$ cat src/vpa_pkg.sv
package vpa_pkg;

    parameter int TOTAL_KB          = 1024;
    parameter int MAX_ENTRIES       = 32;
    parameter int MAX_OWNER         = 256;
    parameter int FIRST_VALID_OWNER = 3;

    parameter int IDX_W   = $clog2(MAX_ENTRIES);
    parameter int CNT_W   = $clog2(MAX_ENTRIES + 1);
    parameter int KB_W    = 11;
    parameter int ADDR_W  = 10;
    parameter int OWNER_W = 8;
    parameter int MODE_W  = 2;
    parameter int NFREE_W = 6;

    parameter logic [KB_W-1:0]   TOTAL_KB_V = KB_W'(TOTAL_KB);
    parameter logic [CNT_W-1:0]  MAX_ENTRIES_V = CNT_W'(MAX_ENTRIES);

    parameter logic [MODE_W-1:0] MODE_FIRST = 2'd0;
    parameter logic [MODE_W-1:0] MODE_BEST  = 2'd1;

    typedef enum logic [1:0] {
        CMD_CLAIM   = 2'd0,
        CMD_FREE    = 2'd1,
        CMD_PACK    = 2'd2,
        CMD_QUERY   = 2'd3
    } cmd_t;

    typedef enum logic [2:0] {
        ST_OK        = 3'd0,
        ST_NO_FIT    = 3'd1,
        ST_BAD_SIZE  = 3'd2,
        ST_BAD_OWNER = 3'd3,
        ST_FULL      = 3'd4
    } status_t;

    typedef struct packed {
        cmd_t                command;
        logic [OWNER_W-1:0]  owner_id;
        logic [KB_W-1:0]     request_kb;
    } req_word_t;

    typedef struct packed {
        status_t             status;
        logic [ADDR_W-1:0]   alloc_base;
        logic [KB_W-1:0]     freed_kb;
        logic [KB_W-1:0]     free_total;
        logic [KB_W-1:0]     largest_free;
        logic [NFREE_W-1:0]  free_block_count;
    } rsp_word_t;

    typedef struct packed {
        logic [KB_W-1:0]    base;
        logic [KB_W-1:0]    size;
        logic [OWNER_W-1:0] owner;
        logic               is_free;
    } entry_t;

    typedef enum logic [2:0] {
        OP_IDENT,
        OP_SCAN,
        OP_ALLOC,
        OP_FREE,
        OP_COMPACT
    } pass_op_t;

    typedef enum logic [3:0] {
        S_IDLE,
        S_PREP,
        S_SCAN_RD,
        S_SCAN_EV,
        S_SCAN_DONE,
        S_COPY_RD,
        S_COPY_EV,
        S_COPY_HOLD,
        S_TAIL,
        S_FINISH
    } state_t;

    typedef struct packed {
        logic start;
        logic scan_ev;
        logic scan_done;
        logic copy_ev;
        logic hold_wr;
        logic tail_wr;
        logic finish;
    } ctrl_cmd_t;

    typedef struct packed {
        logic scan_needed;
        logic pass_end;
        logic need_hold;
        logic out_ready;
    } dp_stat_t;

endpackage

$ cat src/vpa_datapath.sv
module vpa_datapath
(
    input  logic                          clk,
    input  logic                          rst_n,
    input  vpa_pkg::ctrl_cmd_t            ctl,
    output vpa_pkg::dp_stat_t             st,
    input  vpa_pkg::req_word_t            req_word,
    input  logic                          mode_we,
    input  logic [vpa_pkg::MODE_W-1:0]    mode_wdata,
    output logic                          rsp_valid,
    input  logic                          rsp_stall,
    output vpa_pkg::rsp_word_t            rsp_word
);

    // Two banks: every copy pass reads the live bank and writes the other one.
    vpa_pkg::entry_t mem [2 * vpa_pkg::MAX_ENTRIES];

    logic                           bank_reg, bank_next;
    logic                           fresh_reg, fresh_next;
    logic [vpa_pkg::CNT_W-1:0]      count_reg, count_next;
    logic [vpa_pkg::MODE_W-1:0]     mode_reg, mode_next;
    logic                           rsp_valid_reg, rsp_valid_next;

    vpa_pkg::entry_t                rd_data_reg;
    vpa_pkg::pass_op_t              op_reg, op_next;
    vpa_pkg::status_t               status_reg, status_next;
    logic [vpa_pkg::OWNER_W-1:0]    owner_reg, owner_next;
    logic [vpa_pkg::KB_W-1:0]       req_reg, req_next;
    logic [vpa_pkg::CNT_W-1:0]      rd_idx_reg, rd_idx_next;
    logic [vpa_pkg::CNT_W-1:0]      wr_idx_reg, wr_idx_next;
    logic                           pick_v_reg, pick_v_next;
    logic [vpa_pkg::IDX_W-1:0]      pick_idx_reg, pick_idx_next;
    logic [vpa_pkg::KB_W-1:0]       pick_size_reg, pick_size_next;
    logic                           pend_v_reg, pend_v_next;
    logic [vpa_pkg::KB_W-1:0]       pend_base_reg, pend_base_next;
    logic [vpa_pkg::KB_W-1:0]       pend_size_reg, pend_size_next;
    logic [vpa_pkg::KB_W-1:0]       next_base_reg, next_base_next;
    vpa_pkg::entry_t                hold_reg, hold_next;
    logic [vpa_pkg::KB_W-1:0]       total_reg, total_next;
    logic [vpa_pkg::KB_W-1:0]       largest_reg, largest_next;
    logic [vpa_pkg::NFREE_W-1:0]    nfree_reg, nfree_next;
    logic [vpa_pkg::KB_W-1:0]       freed_reg, freed_next;
    logic [vpa_pkg::ADDR_W-1:0]     abase_reg, abase_next;
    vpa_pkg::rsp_word_t             rsp_word_reg, rsp_word_next;

    vpa_pkg::entry_t                e_mod;
    vpa_pkg::entry_t                wr_data;
    vpa_pkg::entry_t                tail_entry;
    vpa_pkg::entry_t                reset_entry;
    logic                           wr_en;
    logic                           matched;
    logic                           need_hold;
    logic                           tail_needed;
    logic                           candidate;
    logic                           owner_ok;
    logic                           out_ready;

    always_comb
    begin
        reset_entry         = '0;
        reset_entry.size    = vpa_pkg::TOTAL_KB_V;
        reset_entry.is_free = 1'b1;
    end

    assign owner_ok = (req_word.owner_id >= vpa_pkg::OWNER_W'(vpa_pkg::FIRST_VALID_OWNER))
                   && ({1'b0, req_word.owner_id} < 9'(vpa_pkg::MAX_OWNER));

    assign out_ready = !rsp_valid_reg || !rsp_stall;

    // Tail written at the end of a pass: the pending merged block of a free,
    // or the single free block that closes a compaction.
    always_comb
    begin
        tail_entry  = '0;
        tail_needed = 1'b0;
        case (op_reg)
            vpa_pkg::OP_FREE:
            begin
                tail_needed        = pend_v_reg;
                tail_entry.base    = pend_base_reg;
                tail_entry.size    = pend_size_reg;
                tail_entry.is_free = 1'b1;
            end
            vpa_pkg::OP_COMPACT:
            begin
                tail_needed        = (next_base_reg < vpa_pkg::TOTAL_KB_V)
                                  && (wr_idx_reg < vpa_pkg::MAX_ENTRIES_V);
                tail_entry.base    = next_base_reg;
                tail_entry.size    = vpa_pkg::TOTAL_KB_V - next_base_reg;
                tail_entry.is_free = 1'b1;
            end
            default:
            begin
                tail_needed = 1'b0;
            end
        endcase
    end

    always_comb
    begin
        e_mod   = rd_data_reg;
        matched = (op_reg == vpa_pkg::OP_FREE) && !rd_data_reg.is_free
               && (rd_data_reg.owner == owner_reg);
        if (matched)
        begin
            e_mod.is_free = 1'b1;
            e_mod.owner   = '0;
        end
    end

    always_comb
    begin
        bank_next      = bank_reg;
        fresh_next     = fresh_reg;
        count_next     = count_reg;
        mode_next      = mode_we ? mode_wdata : mode_reg;
        op_next        = op_reg;
        status_next    = status_reg;
        owner_next     = owner_reg;
        req_next       = req_reg;
        rd_idx_next    = rd_idx_reg;
        wr_idx_next    = wr_idx_reg;
        pick_v_next    = pick_v_reg;
        pick_idx_next  = pick_idx_reg;
        pick_size_next = pick_size_reg;
        pend_v_next    = pend_v_reg;
        pend_base_next = pend_base_reg;
        pend_size_next = pend_size_reg;
        next_base_next = next_base_reg;
        hold_next      = hold_reg;
        total_next     = total_reg;
        largest_next   = largest_reg;
        nfree_next     = nfree_reg;
        freed_next     = freed_reg;
        abase_next     = abase_reg;
        rsp_word_next  = rsp_word_reg;
        rsp_valid_next = rsp_valid_reg && rsp_stall;
        wr_en          = 1'b0;
        wr_data        = rd_data_reg;
        need_hold      = 1'b0;
        candidate      = rd_data_reg.is_free && (rd_data_reg.size >= req_reg);

        if (ctl.start)
        begin
            owner_next     = req_word.owner_id;
            req_next       = req_word.request_kb;
            rd_idx_next    = '0;
            wr_idx_next    = '0;
            pick_v_next    = 1'b0;
            pend_v_next    = 1'b0;
            next_base_next = '0;
            total_next     = '0;
            largest_next   = '0;
            nfree_next     = '0;
            freed_next     = '0;
            abase_next     = '0;
            status_next    = vpa_pkg::ST_OK;
            op_next        = vpa_pkg::OP_IDENT;
            case (req_word.command)
                vpa_pkg::CMD_CLAIM:
                begin
                    if (!owner_ok)
                    begin
                        status_next = vpa_pkg::ST_BAD_OWNER;
                    end
                    else if (req_word.request_kb == '0
                             || req_word.request_kb > vpa_pkg::TOTAL_KB_V)
                    begin
                        status_next = vpa_pkg::ST_BAD_SIZE;
                    end
                    else
                    begin
                        op_next = vpa_pkg::OP_SCAN;
                    end
                end
                vpa_pkg::CMD_FREE:
                begin
                    if (!owner_ok)
                    begin
                        status_next = vpa_pkg::ST_BAD_OWNER;
                    end
                    else
                    begin
                        op_next = vpa_pkg::OP_FREE;
                    end
                end
                vpa_pkg::CMD_PACK:
                begin
                    op_next = vpa_pkg::OP_COMPACT;
                end
                default:
                begin
                    op_next = vpa_pkg::OP_IDENT;
                end
            endcase
        end

        // Fit search: ties keep the lower entry, so only strict compares replace.
        if (ctl.scan_ev)
        begin
            rd_idx_next = rd_idx_reg + 1'b1;
            if (candidate)
            begin
                if ((!pick_v_reg)
                    || (mode_reg == vpa_pkg::MODE_BEST && rd_data_reg.size < pick_size_reg)
                    || (mode_reg != vpa_pkg::MODE_BEST && mode_reg != vpa_pkg::MODE_FIRST
                        && rd_data_reg.size > pick_size_reg))
                begin
                    pick_v_next    = 1'b1;
                    pick_idx_next  = rd_idx_reg[vpa_pkg::IDX_W-1:0];
                    pick_size_next = rd_data_reg.size;
                end
            end
        end

        if (ctl.scan_done)
        begin
            rd_idx_next = '0;
            if (!pick_v_reg)
            begin
                status_next = vpa_pkg::ST_NO_FIT;
                op_next     = vpa_pkg::OP_IDENT;
            end
            else if (pick_size_reg != req_reg && count_reg >= vpa_pkg::MAX_ENTRIES_V)
            begin
                status_next = vpa_pkg::ST_FULL;
                op_next     = vpa_pkg::OP_IDENT;
            end
            else
            begin
                op_next = vpa_pkg::OP_ALLOC;
            end
        end

        if (ctl.copy_ev)
        begin
            rd_idx_next = rd_idx_reg + 1'b1;
            case (op_reg)
                vpa_pkg::OP_ALLOC:
                begin
                    wr_en = 1'b1;
                    if (rd_idx_reg == {1'b0, pick_idx_reg})
                    begin
                        abase_next       = rd_data_reg.base[vpa_pkg::ADDR_W-1:0];
                        wr_data.is_free  = 1'b0;
                        wr_data.owner    = owner_reg;
                        if (rd_data_reg.size != req_reg)
                        begin
                            wr_data.size      = req_reg;
                            need_hold         = 1'b1;
                            hold_next.base    = rd_data_reg.base + req_reg;
                            hold_next.size    = rd_data_reg.size - req_reg;
                            hold_next.owner   = '0;
                            hold_next.is_free = 1'b1;
                        end
                    end
                end
                vpa_pkg::OP_FREE:
                begin
                    if (matched)
                    begin
                        freed_next = freed_reg + rd_data_reg.size;
                    end
                    if (e_mod.is_free)
                    begin
                        pend_v_next = 1'b1;
                        if (pend_v_reg)
                        begin
                            pend_size_next = pend_size_reg + e_mod.size;
                        end
                        else
                        begin
                            pend_base_next = e_mod.base;
                            pend_size_next = e_mod.size;
                        end
                    end
                    else if (pend_v_reg)
                    begin
                        // Close the merged free run first; this block follows it.
                        wr_en           = 1'b1;
                        wr_data         = '0;
                        wr_data.base    = pend_base_reg;
                        wr_data.size    = pend_size_reg;
                        wr_data.is_free = 1'b1;
                        pend_v_next     = 1'b0;
                        need_hold       = 1'b1;
                        hold_next       = e_mod;
                    end
                    else
                    begin
                        wr_en   = 1'b1;
                        wr_data = e_mod;
                    end
                end
                vpa_pkg::OP_COMPACT:
                begin
                    if (!rd_data_reg.is_free)
                    begin
                        wr_en          = 1'b1;
                        wr_data.base   = next_base_reg;
                        next_base_next = next_base_reg + rd_data_reg.size;
                    end
                end
                default:
                begin
                    wr_en = 1'b1;
                end
            endcase
        end

        if (ctl.hold_wr)
        begin
            wr_en   = 1'b1;
            wr_data = hold_reg;
        end

        if (ctl.tail_wr)
        begin
            wr_en      = tail_needed;
            wr_data    = tail_entry;
            bank_next  = !bank_reg;
            fresh_next = 1'b0;
            count_next = wr_idx_reg + {{(vpa_pkg::CNT_W-1){1'b0}}, tail_needed};
        end

        if (wr_en)
        begin
            wr_idx_next = wr_idx_reg + 1'b1;
            if (wr_data.is_free)
            begin
                total_next = total_reg + wr_data.size;
                nfree_next = nfree_reg + 1'b1;
                if (wr_data.size > largest_reg)
                begin
                    largest_next = wr_data.size;
                end
            end
        end

        if (ctl.finish && out_ready)
        begin
            rsp_valid_next                 = 1'b1;
            rsp_word_next.status           = status_reg;
            rsp_word_next.alloc_base       = (status_reg == vpa_pkg::ST_OK) ? abase_reg : '0;
            rsp_word_next.freed_kb         = freed_reg;
            rsp_word_next.free_total       = total_reg;
            rsp_word_next.largest_free     = largest_reg;
            rsp_word_next.free_block_count = nfree_reg;
        end
    end

    always_ff @(posedge clk)
    begin
        rd_data_reg <= fresh_reg ? reset_entry
                                 : mem[{bank_reg, rd_idx_reg[vpa_pkg::IDX_W-1:0]}];
        if (wr_en)
        begin
            mem[{!bank_reg, wr_idx_reg[vpa_pkg::IDX_W-1:0]}] <= wr_data;
        end
    end

    always_ff @(posedge clk or negedge rst_n)
    begin
        if (!rst_n)
        begin
            bank_reg      <= 1'b0;
            fresh_reg     <= 1'b1;
            count_reg     <= vpa_pkg::CNT_W'(1);
            mode_reg      <= vpa_pkg::MODE_FIRST;
            rsp_valid_reg <= 1'b0;
            op_reg        <= vpa_pkg::OP_IDENT;
        end
        else
        begin
            bank_reg      <= bank_next;
            fresh_reg     <= fresh_next;
            count_reg     <= count_next;
            mode_reg      <= mode_next;
            rsp_valid_reg <= rsp_valid_next;
            op_reg        <= op_next;
        end
    end

    always_ff @(posedge clk)
    begin
        status_reg    <= status_next;
        owner_reg     <= owner_next;
        req_reg       <= req_next;
        rd_idx_reg    <= rd_idx_next;
        wr_idx_reg    <= wr_idx_next;
        pick_v_reg    <= pick_v_next;
        pick_idx_reg  <= pick_idx_next;
        pick_size_reg <= pick_size_next;
        pend_v_reg    <= pend_v_next;
        pend_base_reg <= pend_base_next;
        pend_size_reg <= pend_size_next;
        next_base_reg <= next_base_next;
        hold_reg      <= hold_next;
        total_reg     <= total_next;
        largest_reg   <= largest_next;
        nfree_reg     <= nfree_next;
        freed_reg     <= freed_next;
        abase_reg     <= abase_next;
        rsp_word_reg  <= rsp_word_next;
    end

    assign st.scan_needed = (op_reg == vpa_pkg::OP_SCAN);
    assign st.pass_end    = (rd_idx_reg == count_reg);
    assign st.need_hold   = need_hold;
    assign st.out_ready   = out_ready;

    assign rsp_valid = rsp_valid_reg;
    assign rsp_word  = rsp_word_reg;

endmodule

$ cat src/vpa_controller.sv
module vpa_controller
(
    input  logic               clk,
    input  logic               rst_n,
    input  logic               req_valid,
    output logic               req_stall,
    input  vpa_pkg::dp_stat_t  st,
    output vpa_pkg::ctrl_cmd_t ctl
);

    vpa_pkg::state_t state_reg, state_next;

    always_comb
    begin
        state_next = state_reg;
        case (state_reg)
            vpa_pkg::S_IDLE:      state_next = req_valid ? vpa_pkg::S_PREP : vpa_pkg::S_IDLE;
            vpa_pkg::S_PREP:      state_next = st.scan_needed ? vpa_pkg::S_SCAN_RD
                                                              : vpa_pkg::S_COPY_RD;
            vpa_pkg::S_SCAN_RD:   state_next = st.pass_end ? vpa_pkg::S_SCAN_DONE
                                                           : vpa_pkg::S_SCAN_EV;
            vpa_pkg::S_SCAN_EV:   state_next = vpa_pkg::S_SCAN_RD;
            vpa_pkg::S_SCAN_DONE: state_next = vpa_pkg::S_COPY_RD;
            vpa_pkg::S_COPY_RD:   state_next = st.pass_end ? vpa_pkg::S_TAIL
                                                           : vpa_pkg::S_COPY_EV;
            vpa_pkg::S_COPY_EV:   state_next = st.need_hold ? vpa_pkg::S_COPY_HOLD
                                                            : vpa_pkg::S_COPY_RD;
            vpa_pkg::S_COPY_HOLD: state_next = vpa_pkg::S_COPY_RD;
            vpa_pkg::S_TAIL:      state_next = vpa_pkg::S_FINISH;
            vpa_pkg::S_FINISH:    state_next = st.out_ready ? vpa_pkg::S_IDLE
                                                            : vpa_pkg::S_FINISH;
            default:              state_next = vpa_pkg::S_IDLE;
        endcase
    end

    always_comb
    begin
        ctl       = '0;
        req_stall = (state_reg != vpa_pkg::S_IDLE);
        case (state_reg)
            vpa_pkg::S_IDLE:      ctl.start     = req_valid;
            vpa_pkg::S_SCAN_EV:   ctl.scan_ev   = 1'b1;
            vpa_pkg::S_SCAN_DONE: ctl.scan_done = 1'b1;
            vpa_pkg::S_COPY_EV:   ctl.copy_ev   = 1'b1;
            vpa_pkg::S_COPY_HOLD: ctl.hold_wr   = 1'b1;
            vpa_pkg::S_TAIL:      ctl.tail_wr   = 1'b1;
            vpa_pkg::S_FINISH:    ctl.finish    = 1'b1;
            default:              ctl           = '0;
        endcase
    end

    always_ff @(posedge clk or negedge rst_n)
    begin
        if (!rst_n)
        begin
            state_reg <= vpa_pkg::S_IDLE;
        end
        else
        begin
            state_reg <= state_next;
        end
    end

endmodule

$ cat src/variable_partition_allocator_unit.sv
// Variable partition allocator: a table of up to 32 address-ordered blocks
// over 1024 KB, taking alloc, free-owner, compact and status commands.
// Request channel: req_valid, req_stall, req_word; a word is taken when
// req_valid is high and req_stall is low. Response channel: rsp_valid,
// rsp_stall, rsp_word, one response word per request word.
// The fit policy register is written through mode_we and mode_wdata;
// the user must do so while the block is idle; the block does not enforce it.
// One command is handled at a time. Each command makes one copy pass over
// the n table entries into the second bank, with an extra hold write for
// each block split off or freed run closed; an alloc first makes a fit
// search pass over the same entries.
// The response sits in an output register, so a stalled receiver only holds
// the next request back once a second response is ready.
// After reset the table holds one free block covering all memory and the
// policy is first fit; no clearing pass is needed.
module variable_partition_allocator_unit
(
    input  logic                          clk,
    input  logic                          rst_n,
    input  logic                          req_valid,
    output logic                          req_stall,
    input  vpa_pkg::req_word_t            req_word,
    output logic                          rsp_valid,
    input  logic                          rsp_stall,
    output vpa_pkg::rsp_word_t            rsp_word,
    input  logic                          mode_we,
    input  logic [vpa_pkg::MODE_W-1:0]    mode_wdata
);

    vpa_pkg::ctrl_cmd_t ctl;
    vpa_pkg::dp_stat_t  st;

    vpa_controller u_ctrl
    (
        .clk       (clk),
        .rst_n     (rst_n),
        .req_valid (req_valid),
        .req_stall (req_stall),
        .st        (st),
        .ctl       (ctl)
    );

    vpa_datapath u_dp
    (
        .clk        (clk),
        .rst_n      (rst_n),
        .ctl        (ctl),
        .st         (st),
        .req_word   (req_word),
        .mode_we    (mode_we),
        .mode_wdata (mode_wdata),
        .rsp_valid  (rsp_valid),
        .rsp_stall  (rsp_stall),
        .rsp_word   (rsp_word)
    );

endmodule

$ cat config.mk
export PLATFORM = sky130hd
export DESIGN_NAME = variable_partition_allocator_unit
export DESIGN_NICKNAME = d
export VERILOG_FILES = /design/src/vpa_pkg.sv /design/src/vpa_datapath.sv /design/src/vpa_controller.sv /design/src/variable_partition_allocator_unit.sv
export SDC_FILE = /design/constraint.sdc
export NUM_CORES = 2
export LEC_CHECK = 0
export BUFFER_PORTS_ARGS = -buffer_cell sky130_fd_sc_hd__buf_2
export CORE_MARGIN = 3
export CORE_UTILIZATION = 53
export DETAILED_ROUTE_END_ITERATION = 16
export PLACE_DENSITY = 0.69
export SETUP_SLACK_MARGIN = 0.4
export SKIP_CTS_REPAIR_TIMING = 1
export SYNTH_ARGS = -nofsm -noshare
export SYNTH_HDL_FRONTEND = slang
export SYNTH_SLANG_ARGS = --single-unit
$ cat constraint.sdc
create_clock -name clk -period 11.1 [get_ports clk]
set_input_delay 2.22 -clock clk [delete_from_list [all_inputs] [get_ports clk]]
set_output_delay 2.22 -clock clk [all_outputs]
set_load 0.01 [all_outputs]
After elaboration in Yosys (flattened, before gate mapping)
Memories as Yosys holds them, arrays and structs flattened. A register that Yosys moved wholly into a read port is not among the register bits.
Index checks and enable logic that the tools add are counted.
{"block": "op_classes", "addsub": 11, "n_eq_ne": 26, "mux": 101, "n_reduce_logical": 35, "n_lt_le_gt_ge": 9, "n_bitwise": 1}
{"op": "$mux 31", "count": 9}
{"op": "$mux 11", "count": 18}
{"op": "$pmux 31 s2", "count": 1}
{"op": "$add 11x11->11", "count": 5}
{"op": "$mux 6", "count": 8}
{"op": "$pmux 22 s2", "count": 1}
{"op": "$mux 10", "count": 4}
{"op": "$pmux 20 s2", "count": 1}
{"op": "$pmux 4 s9", "count": 1}
{"op": "$mux 3", "count": 11}
{"op": "$mux 1", "count": 32}
{"op": "$gt 11x11->1", "count": 2}
{"op": "$ne 11x11->1", "count": 2}
{"op": "$pmux 11 s2", "count": 1}
{"op": "$mux 20", "count": 1}
{"op": "$add 6x1->6 const B", "count": 3}
{"op": "$eq 4x3->1 const B", "count": 4}
{"op": "$ge 11x11->1", "count": 1}
{"op": "$gt 11x11->1 const B", "count": 1}
{"op": "$logic_not 11->1", "count": 1}
{"op": "$lt 11x11->1", "count": 1}
{"op": "$lt 11x11->1 const B", "count": 1}
{"op": "$sub 11x11->11", "count": 1}
{"op": "$sub 11x11->11 const A", "count": 1}
{"op": "36 further kinds", "count": 72}
{"block": "totals", "output_inout_bits": 54, "in_bits": 28, "ramBits": 1984, "regBits": 235, "n_memories": 1, "wordCells": 218}
{"name": "u_dp.mem", "words": 64, "word_bits": 31, "read_ports": 1, "rd_ports_with_merged_regs": 1, "write_ports": 1, "line_no": "vpa_datapath.sv:16", "rtl": "vpa_pkg::entry_t mem [2 * vpa_pkg::MAX_ENTRIES];"}

Logic depth before layout (Yosys ltp)
{"block": "logic_depth", "depth_word": 14, "depth_mapped": 21, "ltp_nobuf": 21}

Modules after synthesis
Synthesis repeated with hierarchy kept, for this count alone.
{"block": "hier_totals", "hier_cells": 4217, "area_unflattened_um2": 87223.7}
{"module": "vpa_datapath", "area_each_um2": 86880.8, "cells_each": 4173, "instances": 1}
{"module": "vpa_controller", "area_each_um2": 342.8, "cells_each": 44, "instances": 1}

Worst setup path before layout
Ideal clock, no wire load.
{"block": "synth_path", "kind": "register to register", "from": "register u_dp.req_reg[7] in the netlist's numbering", "to": "register u_dp.total_reg[10] in the netlist's numbering", "synth_period_minus_slack_ns": 6.307, "t_arrival_ns": 6.186, "required_ns": 10.979, "path_slack_ns": 4.793, "setup_time_ns": 0.121, "path_stages_with_launch": 18, "cell_sequence": "edfxtp_1 -> inv_1 -> ha_1 -> nand4_1 -> or3_1 -> nand3_2 -> mux2i_1 -> o2bb2ai_1 -> a221oi_1 -> nor3_1 -> ha_1 -> o2111ai_1 -> nand3_1 -> o41ai_1 -> o21ai_0 -> xnor2_1 -> a21oi_1 -> o21ai_0"}
{"element": "start: declaration", "line_no": "vpa_datapath.sv:28", "rtl": "logic [vpa_pkg::KB_W-1:0] req_reg, req_next;"}
{"element": "start signal: assignment", "line_no": "vpa_datapath.sv:388", "rtl": "req_reg <= req_next;"}
{"element": "end signal: assignment", "line_no": "vpa_datapath.sv:399", "rtl": "total_reg <= total_next;"}
{"element": "end: declaration", "line_no": "vpa_datapath.sv:39", "rtl": "logic [vpa_pkg::KB_W-1:0] total_reg, total_next;"}

==> reports/qor.yml <==
setup_path:
  critPathArrivalTime_ps: 6940
  cp-end-kind: "flip-flop"
  slowest_stage: "o21ai_0"
  start_kind: "flip-flop"
  path_max_fanout: 66
  path_cells: "buf_4, xor2_1, nor4_4, nand3_2, a221o_1, inv_1, nor3_1, o21ai_0, inv_2, ha_1, a21o_1, a21oi_1, o21bai_1, a2111o_1, a31o_2, a21oi_1, xor2_1, mux2i_1"
  max_stage_delay_ps: 680
  worstSetupPathType: "reg -> reg"
  critical_path_required_ps: 11800
pwr:
  p_per_area_nw_per_um2: 294
  ir_worst_vdd_uv: 329
  leakage_nw: 31.2
grt:
  antenna_found_initial: 10
  grtUsageTotal_pct: 25.6
  grt_pass1_wl_um: 310000
  grt_pass1_vias: 42800
  grt_max_degree: 141
  grt_overflow: 0
placement:
  placed_area_sq_um: 91200
  port_buffers: 81
  hpwl_um: 121000
  place_congestion: 0.928
clock_tree:
  cts_htree_levels: 4
  clock_latency_ps: 850
  path_clk_slew_ps: 60
  cts.sinks: 2183
  root_buffer: "clkbuf_16"
  cts_tree: "yes"
  clk_path_buf_depth: 3
  cts_made_buffers: 212
route:
  vias: 43600
  wirelength_um: 215000
  drt_iter0_markers: 5802
  wl_per_cell_um: 31.8
  via_per_inst: 6.44
  drt_first_pass_iters: 7
  drc: 0
  drtAntennaViolNets: 0
logic_synthesis:
  yosysTopAreaCellShare_pct: 71.3
  syn_inst: 4197
  yosys_most_used_dff: "edfxtp_1"
  syn-num-nets: 4319
  synthArstFlopShare_pct: 0.825
  synth_seq_cells: 2183
  yosys.area.top_type: "edfxtp_1"
  synth_area_per_cell_sq_um: 20.8
  synth_cell_types: 80
  ys_warn_count: 0
  ys_top_cells_by_area: "edfxtp_1 (71%), mux4_2 (16%), dfxtp_1 (2.2%)"
  ys_seq_area_share_pct: 74.0
  netlist_area_sq_um: 87100
  synth_edf_count: 2070
floorplan:
  die_w_um: 411
  io_pins: 82
  die-area_sq_um: 169000
  floorplan.initialDensity_pct: 53.4
  die_y_um: 411
  coreArea_sq_um: 163000
  row_count: 148
sta:
  setup_violations: 0
  rsz0062_at_grt: "no"
  finalCritPeriodShare_pct: 56.2
  layout_min_cycle_time_ps: 6240
  finalClockSkew_ps: 42.3
  final-hold-violation-count: 0
  worstMarginPinSlew_ps: 1310
  fmax_ghz: 0.160
  relSlewSlack_pct: 12.8
  final.setup.tns_ps: 0
  final_max_slew_viol_count: 0
layout:
  fin_util_pct: 60.2
  drive_above_1_share_pct: 28.3
  fin_area_sq_um: 98100
  syn_to_final_growth_pct: 12.6
  final_nets: 4528
  largest_register_ffs: 1920
  final_common_cell: "edfxtp_1"
  mostFrequentLayoutCells: "edfxtp_1 (2,070), mux4_2 (630), clkbuf_16 (214), buf_4 (126), nor2_1 (115)"
flow_run:
  drv_cap: 0
run_status:
  status: "finished, final reports clean"
min_path:
  min_path_type: "reg -> reg"
-- cell families (layout without fill, tap and decap cells) --
logic type               count (synthesis)  after routing  synth area share, %
AO/OA/AOI/OAI                          336            336                 2.50
flip-flops                            2183           2183                 74.0
XOR/XNOR                               101            101                 1.02
AND/OR/NAND/NOR                        535            535                 3.03
other                                    0              5                    0
multiplexers                           660            660                 16.7
adder cells (fa/ha/maj)                 94             94                 1.40
buffers and inverters                  288            677                 1.34
-- per-layer routing --
metal | share of wire (%) | wire, um | track usage, % | up-vias
li1 | - | - | - | 17800
met1 | 41 | 87700 | 38.7 | 23100
met2 | 48 | 102000 | 39.3 | 2269
met3 | 9.3 | 20000 | 4.63 | 324
met4 | 2.3 | 4950 | 6.46 | 4
met5 | 0.011 | 24 | 0 | -
-- report_power, final --
part,internal (W),switching [W]
registers,0.0116,0.000456
clock network,0.00407,0.00308
logic,0.00370,0.00599
total,0.0193,0.00952
-- final cells by class --
cell class	count	area [sq um]
Fill cell	11200	65000
Clock buffer	263	5630
Antenna cell	5	12.5
Tap cell	2175	2720
Sequential cell	2183	64500
Inverter	71	267
Multi-Input combinational cell	1726	22200
Clock inverter	131	1330
Timing Repair Buffer	212	1450
-- cells in the mapped netlist, types with 16 or more instances --
master,count
a211oi_1,17
nor3_1,38
edfxtp_1,2070
inv_1,71
nor2_1,181
xnor2_1,44
mux4_2,630
clkbuf_1,135
nor2b_1,51
xor2_1,57
and2_1,25
buf_2,55
nand2_1,107
a21oi_1,86
nand3_1,51
dfxtp_1,95
a221o_1,16
ha_1,88
dfrtp_1,16
buf_1,25
o21ai_0,93
-- final timing paths --
path                                     start           endpoint  slack [ps]  depth (start not counted)
max in group asynchronous                rst_n      u_dp.bank_reg        9260                          1
max                         u_dp.rd_idx_reg[3]  u_dp.total_reg[9]        4860                         18
min in group asynchronous                rst_n   u_dp.mode_reg[0]        1380                          1
min                        u_dp.largest_reg[5]  u_dp.rsp_word[11]         430                          0
max reg2reg                 u_dp.rd_idx_reg[3]  u_dp.total_reg[9]        4860                         18
min reg2reg                u_dp.largest_reg[5]  u_dp.rsp_word[11]         430                          0
-- stage by stage --
stage	std cells	total power [W]	hold slack (ps)	setup WS (ps)
global placement	6367	0.0217	418	4860
detailed placement	6367	0.0219	423	4790
global route	6761	0.0300	452	4340
floorplan	4197	0.0184	408	4790
CTS	6761	0.0290	440	4780
finish	6766	0.0289	434	4860
-- critical path, delay by kind of cell, from the launching register on --
kind	cells	cell delay [ps]
adders and majority gates	1	500
muxes	1	90
and+or+nand+nor	3	800
buffers and inverters	3	1420
DFF	1	320
AOI/OAI and AO/OA	8	2620
xor gates and xnor gates	2	370
No activity file was read; power rests on OpenSTA's default activity.
